$ cat config.mk
export PLATFORM = sky130hd
export DESIGN_NAME = fade_in_hold_fade_out_alpha_core
export DESIGN_NICKNAME = d
export VERILOG_FILES = /design/src/hw/rtl/fihfo_pkg.sv /design/src/hw/rtl/fihfo_div.sv /design/src/hw/rtl/fade_in_hold_fade_out_alpha_core.sv
export SDC_FILE = /design/constraint.sdc
export NUM_CORES = 1
export LEC_CHECK = 0
export BUFFER_PORTS_ARGS = -buffer_cell sky130_fd_sc_hd__buf_2
export CAP_MARGIN = 10
export CORE_AREA = 8 8 171 173
export DETAILED_ROUTE_END_ITERATION = 10
export DIE_AREA = 0 0 179 181
export PLACE_DENSITY_LB_ADDON = 0.05
export SYNTH_ARGS = -nofsm -noshare
export SYNTH_HDL_FRONTEND = slang
export SYNTH_SLANG_ARGS = --single-unit
$ cat constraint.sdc
create_clock -name clk -period 9.49 [get_ports clk]
set_input_delay 0.949 -clock clk [delete_from_list [all_inputs] [get_ports clk]]
set_output_delay 0.949 -clock clk [all_outputs]
set_load 0.005 [all_outputs]
$ cat src/hw/rtl/fihfo_pkg.sv
// Shared constants, types and codes for the fade-in/hold/fade-out alpha core.
package fihfo_pkg;

    localparam int TIME_BITS       = 24;
    localparam int ALPHA_FRAC_BITS = 16;
    localparam int DELTA_W         = 16;
    localparam int ELAPSED_W       = TIME_BITS + 1;
    localparam int ALPHA_W         = ALPHA_FRAC_BITS + 1;
    localparam int CNT_W           = $clog2(ALPHA_FRAC_BITS);
    localparam int CFG_IDX_W       = 2;

    localparam logic [ALPHA_W-1:0] ALPHA_ONE = ALPHA_W'(1) << ALPHA_FRAC_BITS;

    localparam logic [CFG_IDX_W-1:0] REG_FADE_IN_LEN  = 2'd0;
    localparam logic [CFG_IDX_W-1:0] REG_HOLD_LEN     = 2'd1;
    localparam logic [CFG_IDX_W-1:0] REG_FADE_OUT_LEN = 2'd2;

    typedef enum logic [1:0] {
        PH_FADE_IN  = 2'd0,
        PH_HOLD     = 2'd1,
        PH_FADE_OUT = 2'd2,
        PH_DONE     = 2'd3
    } phase_t;

    typedef enum logic [1:0] {
        ST_IDLE,
        ST_CHECK,
        ST_DIV,
        ST_FINISH
    } seq_state_t;

    typedef struct packed {
        logic                 start;
        logic [ELAPSED_W-1:0] num;
        logic [TIME_BITS-1:0] den;
    } div_req_t;

    typedef struct packed {
        logic                       done;
        logic [ALPHA_FRAC_BITS-1:0] quot;
    } div_res_t;

endpackage

$ cat src/hw/rtl/fihfo_div.sv
// Iterative restoring divider: floor(num * 2^ALPHA_FRAC_BITS / den), one quotient bit per cycle.
module fihfo_div
(
    input  logic               clk,
    input  logic               rst_n,
    input  fihfo_pkg::div_req_t req,
    output fihfo_pkg::div_res_t res
);

    logic                                  busy_reg;
    logic                                  busy_next;
    logic                                  done_reg;
    logic                                  done_next;
    logic [fihfo_pkg::CNT_W-1:0]           cnt_reg;
    logic [fihfo_pkg::CNT_W-1:0]           cnt_next;
    logic [fihfo_pkg::ELAPSED_W-1:0]       rem_reg;
    logic [fihfo_pkg::ELAPSED_W-1:0]       rem_next;
    logic [fihfo_pkg::TIME_BITS-1:0]       den_reg;
    logic [fihfo_pkg::TIME_BITS-1:0]       den_next;
    logic [fihfo_pkg::ALPHA_FRAC_BITS-1:0] quot_reg;
    logic [fihfo_pkg::ALPHA_FRAC_BITS-1:0] quot_next;

    logic [fihfo_pkg::ELAPSED_W-1:0]       shifted;
    logic [fihfo_pkg::ELAPSED_W:0]         diff;
    logic                                  fits;

    // Remainder stays below den, so the doubled value fits without its top bit.
    assign shifted = {rem_reg[fihfo_pkg::ELAPSED_W-2:0], 1'b0};
    assign diff    = {1'b0, shifted} - {2'b00, den_reg};
    assign fits    = ~diff[fihfo_pkg::ELAPSED_W];

    always_comb
    begin
        busy_next = busy_reg;
        done_next = 1'b0;
        cnt_next  = cnt_reg;
        rem_next  = rem_reg;
        den_next  = den_reg;
        quot_next = quot_reg;
        if (req.start)
        begin
            busy_next = 1'b1;
            cnt_next  = fihfo_pkg::CNT_W'(fihfo_pkg::ALPHA_FRAC_BITS - 1);
            rem_next  = req.num;
            den_next  = req.den;
        end
        else if (busy_reg)
        begin
            rem_next  = fits ? diff[fihfo_pkg::ELAPSED_W-1:0] : shifted;
            quot_next = {quot_reg[fihfo_pkg::ALPHA_FRAC_BITS-2:0], fits};
            if (cnt_reg == '0)
            begin
                busy_next = 1'b0;
                done_next = 1'b1;
            end
            else
            begin
                cnt_next = cnt_reg - 1'b1;
            end
        end
    end

    always_ff @(posedge clk or negedge rst_n)
    begin
        if (!rst_n)
        begin
            busy_reg <= 1'b0;
            done_reg <= 1'b0;
            cnt_reg  <= '0;
        end
        else
        begin
            busy_reg <= busy_next;
            done_reg <= done_next;
            cnt_reg  <= cnt_next;
        end
    end

    always_ff @(posedge clk)
    begin
        rem_reg  <= rem_next;
        den_reg  <= den_next;
        quot_reg <= quot_next;
    end

    assign res.done = done_reg;
    assign res.quot = quot_reg;

endmodule

$ cat src/hw/rtl/fade_in_hold_fade_out_alpha_core.sv
// Top level: phase sequencer, length registers and result register around the shared divider.
// A tick taken in idle goes to check, then to the divider if its phase needs a ratio, then to finish;
// check hands each spent phase over to the next, and finish waits until the output register is free.
// Ticks that end in hold or done skip the divider.
// tick_stall is high until the result is in the output register, so one tick is handled at a time.
// Reset (rst_n, asynchronous, active low) clears lengths, phase, elapsed time and alpha.
module fade_in_hold_fade_out_alpha_core
(
    input  logic                                  clk,
    input  logic                                  rst_n,
    input  logic                                  cfg_valid,
    output logic                                  cfg_ready,
    input  logic [fihfo_pkg::CFG_IDX_W-1:0]       cfg_index,
    input  logic [fihfo_pkg::TIME_BITS-1:0]       cfg_data,
    input  logic                                  tick_valid,
    output logic                                  tick_stall,
    input  logic [fihfo_pkg::DELTA_W-1:0]         tick_delta,
    output logic                                  res_valid,
    input  logic                                  res_stall,
    output logic [fihfo_pkg::ALPHA_W-1:0]         alpha_level,
    output logic [1:0]                            phase_now,
    output logic                                  done_res
);

    fihfo_pkg::seq_state_t                 state_reg;
    fihfo_pkg::seq_state_t                 state_next;
    fihfo_pkg::phase_t                     phase_reg;
    fihfo_pkg::phase_t                     phase_next;
    logic [fihfo_pkg::ELAPSED_W-1:0]       elapsed_reg;
    logic [fihfo_pkg::ELAPSED_W-1:0]       elapsed_next;
    logic [fihfo_pkg::ALPHA_W-1:0]         alpha_reg;
    logic [fihfo_pkg::ALPHA_W-1:0]         alpha_next;
    logic [fihfo_pkg::DELTA_W-1:0]         delta_reg;
    logic [fihfo_pkg::DELTA_W-1:0]         delta_next;
    logic [fihfo_pkg::TIME_BITS-1:0]       fade_in_len_reg;
    logic [fihfo_pkg::TIME_BITS-1:0]       hold_len_reg;
    logic [fihfo_pkg::TIME_BITS-1:0]       fade_out_len_reg;
    logic                                  res_valid_reg;
    logic                                  res_valid_next;
    logic [fihfo_pkg::ALPHA_W-1:0]         alpha_out_reg;
    logic [fihfo_pkg::ALPHA_W-1:0]         alpha_out_next;
    logic [1:0]                            phase_out_reg;
    logic [1:0]                            phase_out_next;

    fihfo_pkg::div_req_t                   div_req;
    fihfo_pkg::div_res_t                   div_res;

    logic [fihfo_pkg::ELAPSED_W-1:0]       elapsed_adv;
    logic                                  in_fade_in;
    logic                                  in_hold;
    logic                                  in_fade_out;
    logic                                  tick_take;
    logic                                  res_free;

    assign cfg_ready   = 1'b1;
    assign tick_stall  = (state_reg != fihfo_pkg::ST_IDLE);
    assign tick_take   = tick_valid && !tick_stall;
    assign res_free    = !res_valid_reg || !res_stall;

    assign elapsed_adv = elapsed_reg + fihfo_pkg::ELAPSED_W'(delta_reg);
    assign in_fade_in  = elapsed_reg < {1'b0, fade_in_len_reg};
    assign in_hold     = (hold_len_reg != '0) && (elapsed_reg < {1'b0, hold_len_reg});
    assign in_fade_out = (fade_out_len_reg != '0) && (elapsed_reg < {1'b0, fade_out_len_reg});

    fihfo_div u_div
    (
        .clk   (clk),
        .rst_n (rst_n),
        .req   (div_req),
        .res   (div_res)
    );

    always_comb
    begin
        state_next     = state_reg;
        phase_next     = phase_reg;
        elapsed_next   = elapsed_reg;
        alpha_next     = alpha_reg;
        delta_next     = delta_reg;
        res_valid_next = res_valid_reg && res_stall;
        alpha_out_next = alpha_out_reg;
        phase_out_next = phase_out_reg;
        div_req.start  = 1'b0;
        div_req.num    = elapsed_reg;
        div_req.den    = (phase_reg == fihfo_pkg::PH_FADE_IN) ? fade_in_len_reg
                                                               : fade_out_len_reg;
        case (state_reg)
            fihfo_pkg::ST_IDLE:
            begin
                if (tick_take)
                begin
                    delta_next = tick_delta;
                    state_next = fihfo_pkg::ST_CHECK;
                end
            end
            fihfo_pkg::ST_CHECK:
            begin
                // Check one phase per cycle; a spent phase hands over to the next.
                case (phase_reg)
                    fihfo_pkg::PH_FADE_IN:
                    begin
                        if (in_fade_in)
                        begin
                            div_req.start = 1'b1;
                            state_next    = fihfo_pkg::ST_DIV;
                        end
                        else
                        begin
                            phase_next   = fihfo_pkg::PH_HOLD;
                            elapsed_next = '0;
                        end
                    end
                    fihfo_pkg::PH_HOLD:
                    begin
                        if (in_hold)
                        begin
                            alpha_next   = fihfo_pkg::ALPHA_ONE;
                            elapsed_next = elapsed_adv;
                            state_next   = fihfo_pkg::ST_FINISH;
                        end
                        else
                        begin
                            phase_next   = fihfo_pkg::PH_FADE_OUT;
                            elapsed_next = '0;
                        end
                    end
                    fihfo_pkg::PH_FADE_OUT:
                    begin
                        if (in_fade_out)
                        begin
                            div_req.start = 1'b1;
                            state_next    = fihfo_pkg::ST_DIV;
                        end
                        else
                        begin
                            phase_next = fihfo_pkg::PH_DONE;
                            state_next = fihfo_pkg::ST_FINISH;
                        end
                    end
                    default:
                    begin
                        state_next = fihfo_pkg::ST_FINISH;
                    end
                endcase
            end
            fihfo_pkg::ST_DIV:
            begin
                if (div_res.done)
                begin
                    if (phase_reg == fihfo_pkg::PH_FADE_IN)
                    begin
                        alpha_next = {1'b0, div_res.quot};
                    end
                    else
                    begin
                        alpha_next = fihfo_pkg::ALPHA_ONE - {1'b0, div_res.quot};
                    end
                    elapsed_next = elapsed_adv;
                    state_next   = fihfo_pkg::ST_FINISH;
                end
            end
            fihfo_pkg::ST_FINISH:
            begin
                // Hold the result until the output register is free.
                if (res_free)
                begin
                    res_valid_next = 1'b1;
                    alpha_out_next = alpha_reg;
                    phase_out_next = phase_reg;
                    state_next     = fihfo_pkg::ST_IDLE;
                end
            end
            default:
            begin
                state_next = fihfo_pkg::ST_IDLE;
            end
        endcase
    end

    always_ff @(posedge clk or negedge rst_n)
    begin
        if (!rst_n)
        begin
            state_reg        <= fihfo_pkg::ST_IDLE;
            phase_reg        <= fihfo_pkg::PH_FADE_IN;
            elapsed_reg      <= '0;
            alpha_reg        <= '0;
            res_valid_reg    <= 1'b0;
            fade_in_len_reg  <= '0;
            hold_len_reg     <= '0;
            fade_out_len_reg <= '0;
        end
        else
        begin
            state_reg     <= state_next;
            phase_reg     <= phase_next;
            elapsed_reg   <= elapsed_next;
            alpha_reg     <= alpha_next;
            res_valid_reg <= res_valid_next;
            if (cfg_valid && cfg_ready)
            begin
                case (cfg_index)
                    fihfo_pkg::REG_FADE_IN_LEN:  fade_in_len_reg  <= cfg_data;
                    fihfo_pkg::REG_HOLD_LEN:     hold_len_reg     <= cfg_data;
                    fihfo_pkg::REG_FADE_OUT_LEN: fade_out_len_reg <= cfg_data;
                    default:                     ;
                endcase
            end
        end
    end

    always_ff @(posedge clk)
    begin
        delta_reg     <= delta_next;
        alpha_out_reg <= alpha_out_next;
        phase_out_reg <= phase_out_next;
    end

    assign res_valid   = res_valid_reg;
    assign alpha_level = alpha_out_reg;
    assign phase_now   = phase_out_reg;
    assign done_res    = (phase_out_reg == fihfo_pkg::PH_DONE);

endmodule
Word-level counts from Yosys, hierarchy flattened

Cells that the tools add are included.

Register bits after elaboration: 224
Input bits: 47
Word-level logic and storage cells: 117

Reductions and logical operators: 29
Bitwise gates (word level): 2
Equal/unequal tests: 21
Magnitude comparators: 3
Add/sub/neg operators: 4
Mux-type cells: 41

Operator list:

| cell                                                                  | number |
|---|---|
| 25-bit one-hot mux with 2 select lines                                | 2 |
| 24-bit two-way mux                                                    | 4 |
| 25-bit by 24-bit < comparator with 1-bit output                       | 3 |
| 25-bit two-way mux                                                    | 3 |
| 17-bit two-way mux                                                    | 4 |
| 24-bit nonzero test                                                   | 2 |
| 17-bit one-hot mux with 2 select lines                                | 1 |
| 25-bit by 24-bit subtractor with 26-bit output                        | 1 |
| 25-bit by 16-bit adder with 25-bit output                             | 1 |
| 17-bit by 16-bit subtractor with 17-bit output, first input constant  | 1 |
| 2-bit two-way mux                                                     | 8 |
| 2-bit inequality test, second input constant                          | 7 |
| 2-bit AND reduction                                                   | 7 |
| 1-bit two-way mux                                                     | 12 |
| 4-bit two-way mux                                                     | 3 |
| 2-bit one-hot mux with 3 select lines                                 | 2 |
| 2-bit equality test, second input constant                            | 5 |
| 5-bit AND reduction                                                   | 2 |
| 3-bit inequality test, second input constant                          | 3 |
| 2-bit one-hot mux with 4 select lines                                 | 1 |
| 4-bit AND reduction                                                   | 2 |
| 2-bit by 1-bit equality test with 1-bit output, second input constant | 3 |
| 2-bit logical NOT                                                     | 3 |
| 2-bit nonzero test                                                    | 3 |
| other kinds (10)                                                      | 17 |

Longest topological paths before layout

Depth in word-level cells: 7
Mapped depth: 13
Mapped depth without buffers: 11

By module

From an unflattened synthesis, not the netlist that was laid out.

Cell total of the unflattened synthesis: 1292
Area total of the unflattened synthesis: 13250.2 µm²

Modules (own cells, without submodules):

| module                           | area an instance (µm²) | cells an instance | instances | sequential area each (µm²) |
|---|---|---|---|---|
| fade_in_hold_fade_out_alpha_core | 9170.0                 | 912               | 1         | 4028.9 |
| fihfo_div                        | 4080.2                 | 380               | 1         | 2072.0 |

Worst setup path before layout

No wires, ideal clock.

Kind: register to register
Start point: register elapsed_reg[20] (netlist name)
End point: register u_div.quot_reg[0] (netlist name) (enable)
Arrival: 2.722 ns
Cell stages (with the launch flop): 10
Path slack: 6.394 ns
Setup time: 0.374 ns
Buffers on the path: 1
Required time: 9.116 ns
Path through: dfrtp_1 ha_1 and4_1 nand2_1 a2111o_1 a2111oi_4 nor3_1 nor2_4 buf_4 and2_1

Longest elaborated chain between the ends: 7
Elaborated cells on any way between the ends: 9
Those cells by class: 2 x order compare; 4 x mux; 1 x bitwise; 2 x reduce/logical

Ends and longest elaborated chain:

| element                                         | RTL line                                | text |
|---|---|---|
| start: declaration                              | fade_in_hold_fade_out_alpha_core.sv:29  | `logic [fihfo_pkg::ELAPSED_W-1:0] elapsed_reg;` |
| start signal: assignment                        | fade_in_hold_fade_out_alpha_core.sv:197 | `elapsed_reg <= elapsed_next;` |
| 25-bit by 24-bit < comparator with 1-bit output | fade_in_hold_fade_out_alpha_core.sv:63  | `assign in_fade_out = (fade_out_len_reg != '0) && (elapsed_reg < {1'b0, fade_out_len_reg});` |
| 1-bit logical AND                               | fade_in_hold_fade_out_alpha_core.sv:63  |  |
| 1-bit two-way mux                               | fade_in_hold_fade_out_alpha_core.sv:129 | `if (in_fade_out)` |
| 1-bit one-hot mux with 2 select lines *         | fade_in_hold_fade_out_alpha_core.sv:99  | `case (phase_reg)` |
| 1-bit two-way mux *                             | fade_in_hold_fade_out_alpha_core.sv:87  | `case (state_reg)` |
| 1-bit inverter (no line) *                      | -                                       |  |
| 2-bit AND reduction (no line) *                 | -                                       |  |
| end signal: assignment                          | fihfo_div.sv:83                         | `quot_reg <= quot_next;` |
| end: declaration                                | fihfo_div.sv:20                         | `logic [fihfo_pkg::ALPHA_FRAC_BITS-1:0] quot_reg;` |

Every way passes the cells marked *; elsewhere a longest branch is shown, timed or not.
A chain may end at the register's enable or synchronous reset.

==> results.sh <==
export IMPL_status="complete, no violations"
export IMPL_n_antenna_cell=0
export IMPL_synthSimpleGateAreaFrac_pct=11.53
export IMPL_r2r_cells=10
export IMPL_synthXorXnorAreaFrac_pct=2.951
export IMPL_synth_top_area_share_pct=23.95
export IMPL_critPathMaxStageDelay_ps=830
export IMPL_fin_crit_sh_pct=41.29
export IMPL_cts_sinks=224
export IMPL_grt_ovfl_total=0
export IMPL_cts_made_buffers=25
export IMPL_grt_max_degree=70
export IMPL_num_vias=9447
export IMPL_yosys_warnings=0
export IMPL_fin_worst_skew_ps=19.13
export IMPL_avgSynthCellArea_sq_um=10.48
export IMPL_holdBufCountCts=0
export IMPL_setup_viol=0
export IMPL_min_period_ps=3918
export IMPL_track_usage_pct=20.08
export IMPL_cts_tree="done"
export IMPL_synthAdderAreaFrac_pct=11.80
export IMPL_async_flop_share_pct=55.80
export IMPL_synth_top_family_by_area="compound AO/OA/AOI/OAI gates"
export IMPL_clkLatencyLatePin_ps=520
export IMPL_synth_flop_cell="dfrtp_1"
export IMPL_largest_reg_flops=25
export IMPL_rr_startpoint="elapsed_reg[9]$_DFFE_PN0P_"
export IMPL_grt_pass1_vias=9277
export IMPL_cap_violations=0
export IMPL_cp_max_fo=38
export IMPL_synth_top_cell_by_area="dfrtp_1"
export IMPL_ctsResizeCount=0
export IMPL_crit_reg2reg_capture="u_div.rem_reg[8]$_DFFE_PP_"
export IMPL_endpoint_kind="flip-flop"
export IMPL_start_kind="flip-flop"
export IMPL_gp_congestion=0.9091
export IMPL_postCtsSetupRepairBufs=0
export IMPL_cts_path_max_buffers=3
export IMPL_hold_violations=0
export IMPL_crit_type="reg -> reg"
export IMPL_cp_arrival_ps=4150
export IMPL_first_pass_iters=5
export IMPL_drc_errors=0
export IMPL_cp_data_required_time_ps=9720
export IMPL_synth_cells=1246
export IMPL_netlist_cell_type_count=84
export IMPL_final_area_sq_mm=0.01451
export IMPL_ioPinCount=70
export IMPL_vias_per_cell=5.643
export IMPL_ir_worst_vdd_v=0.0002175
export IMPL_setup_ws_ps=5572
export IMPL_first_iter_violations=705
export IMPL_post_dp_cell_area_sq_mm=0.01371
export IMPL_fillers=2389
export IMPL_synth_compound_area_share_pct=15.82
export IMPL_synth_edf_count=99
export IMPL_relSlewSlack_pct=28.85
export IMPL_finalPower_mw=4.940
export IMPL_cp_slowest_cell="nor3_1"
export IMPL_p_leak_nw=6.489
export IMPL_cp_startpoint="elapsed_reg[9]$_DFFE_PN0P_"
export IMPL_wl_per_cell_um=19.43
export IMPL_cts_root_buf="clkbuf_16"
export IMPL_start_util_pct=49.28
export IMPL_dieWidth_um=179
export IMPL_h_tree_depth=1
export IMPL_synth_common_cells="nand2_1, dfrtp_1, ha_1, inv_1, edfxtp_1"
export IMPL_synth_seq_cells=224
export IMPL_seq_area_frac_synth_pct=46.72
export IMPL_synth_cell_area_sq_mm=0.01306
export IMPL_dpl_worst_slack_ps=5649
export IMPL_syn_nets=1415
export IMPL_cp_endpoint="u_div.rem_reg[8]$_DFFE_PP_"
export IMPL_clk_pin_slew_worst_paths_ps=60
export IMPL_dp_hpwl_um=24410
export IMPL_wirelength_um=32520
export IMPL_clock_fmax_mhz=255.2
export IMPL_min_path_type="reg -> reg"
export IMPL_drive_gt1_share_pct=14.18
export IMPL_p_per_area_mw_per_mm2=340.4
export IMPL_antenna_found_initial=0
export IMPL_reg2reg_slack_ps=5570
export IMPL_path_cells="ha_1, o21a_1, o211ai_1, a2111o_1, o2111ai_1, nor3_1, nor2_4, buf_4, inv_2, o21ai_0"
export IMPL_core_area_sq_mm=0.02650
export IMPL_synth_most_common_cell="nand2_1"
export IMPL_rsz0062_at_grt="no"
export IMPL_antenna_left=0
export IMPL_placementRows=60
export IMPL_design_die_area_sq_mm=0.03240
export IMPL_numPortBuffers=68
export IMPL_synthToLayoutAreaGrowth_pct=11.11
export IMPL_die_h_um=181
export IMPL_fin_nets=1484
export IMPL_worst_pin_slew_ps=1067
export IMPL_grt_pass1_wl_um=51330
export IMPL_finalSetupTns_ps=0
export IMPL_ys_top_cells_by_area="dfrtp_1, edfxtp_1, ha_1, mux2_2, nand2_1"
export IMPL_slew_viol_final=0
export IMPL_synthMuxAreaShare_pct=6.103
==> routing by layer <==
| metal | up-vias | part of all wire, % | global-route usage (%) |
|---|---|---|---|
| li1 | 4643 | - | - |
| met1 | 4559 | 50 | 29.80 |
| met2 | 192 | 43 | 29.97 |
| met3 | 53 | 3.9 | 2.231 |
| met4 | 0 | 3.3 | 6.517 |
| met5 | - | 0 | 0 |
==> placed cells by master, fill, tap and decap left out, types with 6 or more instances in the layout <==
| master | n |
|---|---|
| xnor2_1 | 25 |
| nor2b_1 | 10 |
| nor4_1 | 16 |
| clkbuf_16 | 27 |
| nor3_1 | 20 |
| o31ai_1 | 31 |
| ha_1 | 119 |
| a21oi_1 | 69 |
| nand2_1 | 129 |
| a211o_1 | 7 |
| nand3_1 | 13 |
| clkinv_2 | 6 |
| o211ai_1 | 9 |
| xor2_1 | 19 |
| inv_1 | 120 |
| o21ai_0 | 90 |
| dfrtp_1 | 125 |
| mux2i_1 | 20 |
| buf_2 | 67 |
| a21o_1 | 16 |
| nand4_1 | 8 |
| a211oi_1 | 8 |
| a31oi_1 | 10 |
| o21a_1 | 12 |
| edfxtp_1 | 99 |
| nand2b_1 | 8 |
| mux2_2 | 52 |
| buf_4 | 10 |
| nor2_1 | 70 |
==> layout make-up <==
class | instances | area [sq um] | area share (%)
multi-input combinational | 864 | 6310 | 43.49
clock buffer | 36 | 749.5 | 5.165
clock inverter | 9 | 48.80 | 0.3363
inverter | 123 | 464.2 | 3.199
sequential | 224 | 6101 | 42.05
tap | 341 | 426.7 | 2.940
timing repair buffer | 77 | 410.4 | 2.828
==> metrics by stage <==
stage / hold slack (ps) / utilization [%] / instances
after global placement: 431.0 / 51.74 / 1629
after detailed placement: 434.3 / 51.74 / 1629
after global routing: 453.9 / 54.75 / 1674
after CTS: 442.8 / 54.75 / 1674
after floorplan: 424.8 / - / 1246
final: 444.4 / 54.75 / 1674
==> how the worst min path moves through the flow <==
stage,startpoint,slack [ps],cells past startpoint,to
after floorplan,alpha_reg[0]$_DFFE_PN0P_,420,0,alpha_level[0]$_DFFE_PP_
after global placement,alpha_reg[13]$_DFFE_PN0P_,430,0,alpha_level[13]$_DFFE_PP_
after detailed placement,alpha_reg[13]$_DFFE_PN0P_,430,0,alpha_level[13]$_DFFE_PP_
after CTS,alpha_reg[16]$_DFFE_PN0P_,440,0,alpha_level[16]$_DFFE_PP_
after global routing,alpha_reg[12]$_DFFE_PN0P_,450,0,alpha_level[12]$_DFFE_PP_
final,alpha_reg[16]$_DFFE_PN0P_,440,0,alpha_level[16]$_DFFE_PP_
==> worst max-delay path, delay by kind of cell, from the launching register on <==
| kind | cells | cell delay, ps |
|---|---|---|
| AND/OR/NAND/NOR | 2 | 960 |
| flip-flops | 1 | 470 |
| AO/OA/AOI/OAI | 5 | 1010 |
| adder cells (fa/ha/maj) | 1 | 310 |
| buffers and inverters | 2 | 830 |
==> kinds of logic (layout without fill, tap and decap cells) <==
group	count (synthesis)	count (layout)
multiplexers	73	73
buffers and inverters	158	245
AO/OA/AOI/OAI	310	310
AND/OR/NAND/NOR	314	314
adder cells (fa/ha/maj)	122	122
flip-flops	224	224
XOR/XNOR	44	44
other	1	1
==> power by group <==
group	switching, mW	internal, mW	leakage [nW]	total (mW)
Combinational	1.41	0.922	3.58	2.33
Sequential	0.246	1.43	2.52	1.68
Clock	0.384	0.547	0.393	0.931
Total	2.04	2.90	6.49	4.94
(Power assumes the default switching activity.)
